### config.mk
export PLATFORM = sky130hd
export DESIGN_NAME = tcw_ctrl
export DESIGN_NICKNAME = d
export VERILOG_FILES = /design/src/sv/tcw_pkg.sv /design/src/sv/tcw_ctrl.sv
export SDC_FILE = /design/constraint.sdc
export NUM_CORES = 1
export LEC_CHECK = 0
export ABC_AREA = 1
export BUFFER_PORTS_ARGS = -buffer_cell sky130_fd_sc_hd__buf_2
export CAP_MARGIN = 15
export CELL_PAD_IN_SITES_DETAIL_PLACEMENT = 0
export CELL_PAD_IN_SITES_GLOBAL_PLACEMENT = 2
export CORE_MARGIN = 10
export CORE_UTILIZATION = 18
export CTS_CLUSTER_SIZE = 30
export DETAILED_ROUTE_END_ITERATION = 16
export PLACE_DENSITY = 0.73
export SKIP_LAST_GASP = 1
export SLEW_MARGIN = 20
export SYNTH_ARGS = -nofsm -noshare
export SYNTH_HDL_FRONTEND = slang
export SYNTH_SLANG_ARGS = --single-unit
### constraint.sdc
create_clock -name i_clk -period 3.1 [get_ports i_clk]
set_input_delay 0 -clock i_clk [delete_from_list [all_inputs] [get_ports i_clk]]
set_output_delay 0 -clock i_clk [all_outputs]
set_load 0.05 [all_outputs]
### src/sv/tcw_pkg.sv
// Shared constants, codes, handshake structs and address helpers for the text console.
package tcw_pkg;

    localparam int COLUMNS = 80;
    localparam int ROWS    = 25;
    localparam int CELLS   = ROWS * COLUMNS;
    localparam int ADDR_W  = $clog2(CELLS);

    localparam int KIND_W = 2;
    localparam int CHAR_W = 8;
    localparam int ROW_W  = 5;
    localparam int COL_W  = 7;
    localparam int CELL_W = 16;

    localparam logic [ROW_W-1:0] LAST_ROW = ROW_W'(ROWS - 1);
    localparam logic [COL_W-1:0] LAST_COL = COL_W'(COLUMNS - 1);

    localparam logic [KIND_W-1:0] KIND_PUT   = 2'd0;
    localparam logic [KIND_W-1:0] KIND_READ  = 2'd1;
    localparam logic [KIND_W-1:0] KIND_CLEAR = 2'd2;

    localparam logic [CHAR_W-1:0] NEWLINE_CODE = 8'd10;
    localparam logic [CHAR_W-1:0] SPACE_CODE   = 8'h20;
    localparam logic [CHAR_W-1:0] RESET_ATTR   = 8'h0F;

    typedef logic [1:0] t_cur_op;
    localparam t_cur_op CUR_HOLD      = 2'd0;
    localparam t_cur_op CUR_COL_INC   = 2'd1;
    localparam t_cur_op CUR_NEXT_LINE = 2'd2;
    localparam t_cur_op CUR_HOME      = 2'd3;

    typedef struct packed {
        logic    accept;
        logic    put_write;
        t_cur_op cur_op;
        logic    rd_issue;
        logic    rd_capture;
        logic    sweep_start_all;
        logic    sweep_start_row;
        logic    sweep_step;
        logic    out_load;
    } t_dp_cmd;

    typedef struct packed {
        logic [KIND_W-1:0] kind;
        logic              newline;
        logic              col_last;
        logic              row_last;
        logic              read_ok;
        logic              sweep_last;
        logic              out_free;
    } t_dp_status;

    // logical screen row -> physical row of the circular row buffer
    function automatic logic [ROW_W-1:0] phys_row(input logic [ROW_W-1:0] lrow,
                                                 input logic [ROW_W-1:0] top);
        logic [ROW_W:0] s;
        s = {1'b0, lrow} + {1'b0, top};
        if (s >= (ROW_W+1)'(ROWS)) begin
            s = s - (ROW_W+1)'(ROWS);
        end
        return s[ROW_W-1:0];
    endfunction

    function automatic logic [ADDR_W-1:0] cell_addr(input logic [ROW_W-1:0] row,
                                                   input logic [COL_W-1:0] col);
        return ADDR_W'(row) * ADDR_W'(COLUMNS) + ADDR_W'(col);
    endfunction

endpackage

### src/sv/tcw_ctrl.sv
// Controller: sequences accept, execute, read, fill sweeps and result hand-off.
module tcw_ctrl (
    input  logic                  i_clk,
    input  logic                  i_rst_n,
    input  logic                  i_valid,
    output logic                  o_stall,
    input  tcw_pkg::t_dp_status   i_status,
    output tcw_pkg::t_dp_cmd      o_cmd
);
    import tcw_pkg::*;

    localparam logic [2:0] S_INIT   = 3'd0;
    localparam logic [2:0] S_IDLE   = 3'd1;
    localparam logic [2:0] S_EXEC   = 3'd2;
    localparam logic [2:0] S_RDWAIT = 3'd3;
    localparam logic [2:0] S_SWEEP  = 3'd4;
    localparam logic [2:0] S_DONE   = 3'd5;

    logic [2:0] r_state, n_state;

    assign o_stall = (r_state != S_IDLE);

    always_comb begin
        n_state = r_state;
        o_cmd   = '0;
        unique case (r_state)
            S_INIT: begin
                o_cmd.sweep_step = 1'b1;
                if (i_status.sweep_last) begin
                    n_state = S_IDLE;
                end
            end
            S_IDLE: begin
                if (i_valid) begin
                    o_cmd.accept = 1'b1;
                    n_state      = S_EXEC;
                end
            end
            S_EXEC: begin
                n_state = S_DONE;
                if (i_status.kind == KIND_PUT) begin
                    if (i_status.newline || i_status.col_last) begin
                        o_cmd.cur_op = CUR_NEXT_LINE;
                        if (i_status.row_last) begin
                            o_cmd.sweep_start_row = 1'b1;
                            n_state               = S_SWEEP;
                        end
                    end else begin
                        o_cmd.cur_op = CUR_COL_INC;
                    end
                    o_cmd.put_write = !i_status.newline;
                end else if (i_status.kind == KIND_READ) begin
                    if (i_status.read_ok) begin
                        o_cmd.rd_issue = 1'b1;
                        n_state        = S_RDWAIT;
                    end
                end else if (i_status.kind == KIND_CLEAR) begin
                    o_cmd.cur_op          = CUR_HOME;
                    o_cmd.sweep_start_all = 1'b1;
                    n_state               = S_SWEEP;
                end
            end
            S_RDWAIT: begin
                o_cmd.rd_capture = 1'b1;
                n_state          = S_DONE;
            end
            S_SWEEP: begin
                o_cmd.sweep_step = 1'b1;
                if (i_status.sweep_last) begin
                    n_state = S_DONE;
                end
            end
            S_DONE: begin
                if (i_status.out_free) begin
                    o_cmd.out_load = 1'b1;
                    n_state        = S_IDLE;
                end
            end
            default: begin
                n_state = S_IDLE;
            end
        endcase
    end

    always_ff @(posedge i_clk) begin
        if (!i_rst_n) begin
            r_state <= S_INIT;
        end else begin
            r_state <= n_state;
        end
    end

    load_only_when_free: assert property (@(posedge i_clk) disable iff (!i_rst_n)
        o_cmd.out_load |-> i_status.out_free)
        else $error("result loaded over an untaken beat");

    accept_goes_exec: assert property (@(posedge i_clk) disable iff (!i_rst_n)
        o_cmd.accept |=> (r_state == S_EXEC))
        else $error("accepted item not executed");

    sweep_only_in_sweep: assert property (@(posedge i_clk) disable iff (!i_rst_n)
        o_cmd.sweep_step |-> (r_state == S_SWEEP || r_state == S_INIT))
        else $error("sweep step outside a sweep");

    read_then_capture: assert property (@(posedge i_clk) disable iff (!i_rst_n)
        o_cmd.rd_issue |=> o_cmd.rd_capture)
        else $error("issued read not captured");

endmodule

==> results of run 1 <==
## synth_stat cells (all sizes together)
cell type and n:
nand2 9, nand3 4, a21oi 3, nor3 3
nor3b 1, nor2 14, nor4 2, dfxtp 3
nand4 2, inv 11, or2 1, a31oi 1
clkbuf 1, nand3b 1
## stage by stage
stage | utilization, % | setup slack (ns) | cells | power, mW | area (µm²)
finish | 28.3 | 1.53 | 106 | 0.349 | 483
CTS | 28.3 | 1.52 | 106 | 0.355 | 483
floorplan | - | 1.08 | 56 | 0.238 | 324
detailed placement | 26.2 | 1.78 | 101 | 0.279 | 447
global route | 28.3 | 1.43 | 106 | 0.378 | 483
global placement | 26.2 | 1.81 | 101 | 0.282 | 447
## final timing paths
path / start / endpoint / cells after the start
min reg2reg: r_state[2]$_SDFFE_PN0P_ / r_state[2]$_SDFFE_PN0P_ / 4
min: i_status[1] / r_state[0]$_SDFFE_PN0P_ / 5
max: r_state[1]$_SDFFE_PN0P_ / o_cmd[7] / 4
max reg2reg: r_state[1]$_SDFFE_PN0P_ / r_state[0]$_SDFFE_PN0P_ / 5
## layer usage
layer | track usage, % | vias up
met2 | 8.59 | 10
met3 | 2.51 | 0
li1 | - | 230
met1 | 5.03 | 182
met4 | 3.35 | 0
met5 | 0 | -
## logic make-up after synthesis
| logic type | after synthesis | share of synthesized area, % |
|---|---|---|
| AND/OR/NAND/NOR | 37 | 57.9 |
| buffers and inverters | 12 | 17.0 |
| flip-flops | 3 | 18.5 |
| AO/OA/AOI/OAI | 4 | 6.56 |
## area by class of cell
class	instances	area (µm²)
fill	206	1220
multi-input combinational	41	209
timing repair buffer	22	115
sequential	3	60.1
inverter	11	41.3
tap	25	31.3
clock buffer	4	26.3
## critical path: stages, from the launching register on
cell and delay, ns:
dfxtp_1 0.52, nand3_4 0.13, or2_1 0.26, a31oi_1 0.14, buf_2 0.28
## power breakdown
part           total [mW]  internal (mW)  switching [mW]
logic               0.204         0.0568           0.147
clock network      0.0708         0.0484          0.0224
registers          0.0738         0.0513          0.0226
total               0.349          0.156           0.192
## what timing repair did
| item | in CTS | in global routing |
|---|---|---|
| buffers inserted | 0 | 0 |
| hold buffers | 1 | 0 |
| hold endpoints to repair | 1 | 0 |
==> results.py, run 1 <==
metrics = {
    "floorplan": {
        "die_w_um": 62.4,
        "ios": 22,
        "die_area_um2": 3900,
        "rows": 15,
        "dieHeight_um": 62.4,
        "initial_core_util_pct": 19.0,
        "core-area_um2": 1710,
    },
    "power": {
        "p_leak_nw": 0.261,
        "p_per_area_nw_per_um2": 722,
        "vdd_drop_max_uv": 334,
    },
    "sta": {
        "hold_slack_ns": 0.165,
        "finalSetupViolCount": 0,
        "worst_pin_slew_ns": 0.346,
        "rsz0062_at_grt": "false",
        "hold_viol": 0,
        "fin_setup_tns_ns": 0,
        "fin_crit_sh_pct": 50.8,
        "relSlewSlack_pct": 76.9,
        "skew_ns": 0.00293,
        "fmax_ghz": 0.635,
        "maxSlewViolCount": 0,
        "period_minus_slack_ns": 1.57,
    },
    "logic_synthesis": {
        "syn_area_um2": 324,
        "ys.warnings.count": 0,
        "ys_types": 18,
        "yosysSeqAreaShare_pct": 18.5,
        "synth-seq-cells": 3,
        "syn_avg_cell_area_um2": 5.79,
        "yosys.area.top_type": "dfxtp_1",
        "synth_top_area_share_pct": 18.5,
        "synth_nets": 67,
        "synth_area_leaders": "dfxtp_1 19%, nor2_1 15%, inv_1 10%",
        "synthCells": 56,
    },
    "setup_path": {
        "crit_fanout": 9,
        "arrival_ns": 1.57,
        "start_kind": "flop",
        "crit_type": "reg -> out",
        "cp-end-kind": "primary output",
        "regToRegSetupSlack_ns": 1.94,
        "crit_required_ns": 3.10,
    },
    "global_route": {
        "gr-total-overflow": 0,
        "grt_max_degree": 10,
        "track_usage_pct": 5.18,
        "grt_pass1_wl_um": 1620,
        "grt_pass1_vias": 397,
        "antenna_found_initial": 0,
    },
    "detailed_routing": {
        "drt_iter0_markers": 18,
        "wl_met3_um": 69,
        "ant_nets": 0,
        "top_layer_used": "met3",
        "drcViolationCount": 0,
        "num_vias": 422,
        "routed_wl_um": 1040,
        "vias_per_cell": 3.98,
        "wl_met2_um": 523,
        "routedWlPerCell_um": 9.76,
        "firstDrtPassIters": 4,
        "wl_met1_um": 442,
    },
    "clocking": {
        "clk_pin_slew_worst_paths_ns": 0.04,
        "cts_max_level": 1,
        "clock-sinks": 3,
        "cts_buffer_depth": 2,
        "root_buffer": "clkbuf_4",
        "cts_buffers": 3,
        "clkLatencyLatePin_ns": 0.24,
        "cts_tree": "done",
        "cts_resized": 0,
    },
    "job": {
        "cap_violations": 0,
    },
    "min_path": {
        "hold_class": "in -> reg",
    },
    "finish": {
        "largest_reg_flops": 3,
        "top_regs": "r_state (3)",
        "regMostFlops": "r_state",
        "final_cell_mix": "21 x buf_2, 13 x nor2_1, 9 x inv_1, 9 x nand2_1",
        "mostFrequentLayoutCell": "buf_2",
        "drive_gt1_share_pct": 35.8,
        "syn2layout_area_growth_pct": 49.0,
        "antenna_cells": 0,
        "nets": 93,
    },
    "place": {
        "portBuffers": 21,
        "dpl.hpwl_um": 871,
        "gp_congestion": 0.743,
    },
    "outcome": {
        "status": "complete, no violations",
    },
}
No activity file was read; power rests on OpenSTA's default activity.
==> run 2, diff against run 1 <==
CORE_UTILIZATION = 17   (was 18)
PLACE_DENSITY = 0.69   (was 0.73)
clock period = 1.5 ns   (was 3.1 ns; I/O delays follow)
==> run 2 against run 1 <==
Compared with the run above:
- routed wire length up 5.3%
- flip-flop and latch count did not move
- core utilization grew 2.5 points
- first-iteration DRC count down 56%
- design area is 12% higher
- total power grew 120%
- register-to-register slack worse by 1.7 ns
- sequential power is 100% higher
- sequential share of layout area down 1.1 points
- largest power group unchanged
==> results.py, run 2 (same netlist as run 1, synthesis figures left out) <==
metrics = {
    "outcome": {
        "status": "complete, no violations",
    },
    "finish": {
        "nets": 95,
        "top_regs": "r_state (3)",
        "mostFrequentLayoutCell": "buf_2",
        "layout.cells.non_filler": 108,
        "drive_gt1_share_pct": 47.0,
        "final_cell_mix": "17 x buf_2, 11 x nor2_1, 9 x inv_1, 9 x nand2_1, 6 x clkbuf_4",
        "finalInstanceArea_um2": 543,
        "regMostFlops": "r_state",
        "antenna_cells": 0,
        "fill_cells": 218,
        "largest_reg_flops": 3,
        "syn2layout_area_growth_pct": 67.6,
        "finish.utilization_pct": 30.8,
    },
    "sta": {
        "finalSetupViolCount": 0,
        "hold_viol": 0,
        "fin_crit_sh_pct": 93.4,
        "maxSlewViolCount": 0,
        "period_minus_slack_ns": 1.40,
        "relSlewSlack_pct": 82.9,
        "fmax_ghz": 0.714,
        "hold_slack_ns": 0.187,
        "worst_pin_slew_ns": 0.258,
        "fin_setup_tns_ns": 0,
        "skew_ns": 0.00150,
        "rsz0062_at_grt": "false",
    },
    "place": {
        "dpl.hpwl_um": 942,
        "portBuffers": 21,
        "placed_area_um2": 482,
        "gp_congestion": 0.697,
        "dp_cells": 102,
    },
    "setup_path": {
        "arrival_ns": 1.40,
        "crit_fanout": 5,
        "regToRegSetupSlack_ns": 0.20,
        "start_kind": "flop",
        "cp_top_family": "simple AND/OR/NAND/NOR gates",
        "crit_buf_inv": 2,
        "crit_required_ns": 1.50,
        "slowest_delay_ns": 0.35,
        "crit_type": "reg -> out",
        "worstPathCellList": "inv_2, nand3_4, or2_4, a31oi_2, buf_6",
        "crit_slowest_cell": "dfxtp_1",
        "cp-end-kind": "primary output",
    },
    "clocking": {
        "clkLatencyLatePin_ns": 0.23,
        "cts_buffer_depth": 2,
        "root_buffer": "clkbuf_4",
        "clock-sinks": 3,
        "cts_buffers": 3,
        "cts_tree": "done",
        "cts_max_level": 1,
        "clk_pin_slew_worst_paths_ns": 0.03,
    },
    "floorplan": {
        "core-area_um2": 1760,
        "die_w_um": 63.7,
        "rows": 15,
        "initial_core_util_pct": 18.4,
        "dieHeight_um": 63.7,
        "ios": 22,
        "die_area_um2": 4050,
    },
    "job": {
        "cap_violations": 0,
    },
    "min_path": {
        "hold_class": "in -> reg",
    },
    "global_route": {
        "grt_pass1_vias": 407,
        "grt_pass1_wl_um": 1790,
        "gr-total-overflow": 0,
        "track_usage_pct": 5.27,
        "antenna_found_initial": 0,
        "grt_max_degree": 9,
    },
    "detailed_routing": {
        "routed_wl_um": 1090,
        "drt_iter0_markers": 8,
        "ant_nets": 0,
        "vias_per_cell": 3.84,
        "drcViolationCount": 0,
        "routedWlPerCell_um": 10.1,
        "num_vias": 415,
        "firstDrtPassIters": 2,
    },
    "power": {
        "pwr-share-clk_pct": 17.8,
        "p_per_area_nw_per_um2": 1410,
        "p_int_uw": 356,
        "p_leak_nw": 0.273,
        "p_sw_share_pct": 53.5,
        "combPwrFrac_pct": 62.7,
        "p_seq_share_pct": 19.4,
        "vdd_drop_max_uv": 709,
        "p_sw_uw": 410,
    },
}
[run 2: worst register-to-register path: stages (launching register included)]
cell	delay, ns
dfxtp_1	0.43
inv_2	0.10
buf_4	0.15
nor2_1	0.08
nand3_1	0.10
nand3b_1	0.17
nand2_1	0.08
nand2_1	0.06
nor2_1	0.03
[run 2: path summary, 6_finish.rpt]
kind,startpoint,to,cells past startpoint
max,r_state[0]$_SDFFE_PN0P_,o_cmd[7],5
min,i_status[1],r_state[0]$_SDFFE_PN0P_,5
max reg2reg,r_state[0]$_SDFFE_PN0P_,r_state[2]$_SDFFE_PN0P_,8
min reg2reg,r_state[2]$_SDFFE_PN0P_,r_state[2]$_SDFFE_PN0P_,4
[run 2: area by class of cell]
| class | count | area [µm²] | share of cell area, % |
|---|---|---|---|
| multi-input combinational | 41 | 239 | 44.0 |
| timing repair buffer | 24 | 144 | 26.5 |
| sequential | 3 | 61.3 | 11.3 |
| inverter | 11 | 41.3 | 7.60 |
| tap | 25 | 31.3 | 5.76 |
| clock buffer | 4 | 26.3 | 4.84 |
[run 2: power by group through the flow]
stage	registers (mW)	clock network [mW]	logic [mW]
global placement	0.144	0	0.469
floorplan	0.136	0	0.372
finish	0.149	0.137	0.481
detailed placement	0.147	0	0.457
global route	0.154	0.152	0.535
CTS	0.145	0.140	0.463
[run 2: stage by stage]
stage	total power [mW]	setup slack (ns)
final	0.767	0.0994
after global routing	0.841	0.0108
after CTS	0.749	0.0200
after detailed placement	0.604	0.220
after global placement	0.613	0.239
after floorplan	0.509	-0.0474
[run 2: repair_timing]
action | 4_1_cts | 5_1_grt
setup buffers | 0 | 1
resized for setup | 1 | 6
endpoints found under the hold margin | 1 | 0
pin swaps | 0 | 0
gates cloned | 0 | 0
hold buffers | 1 | 0
setup endpoints to repair | 1 | 4
[run 2: layer usage]
metal / GRT usage (%) / up-vias / share of wire (%)
met5: 0 / - / 0
met4: 3.28 / 0 / 0.92
met3: 1.41 / 2 / 5.0
met2: 8.04 / 12 / 49
met1: 6.33 / 169 / 45
li1: - / 232 / -
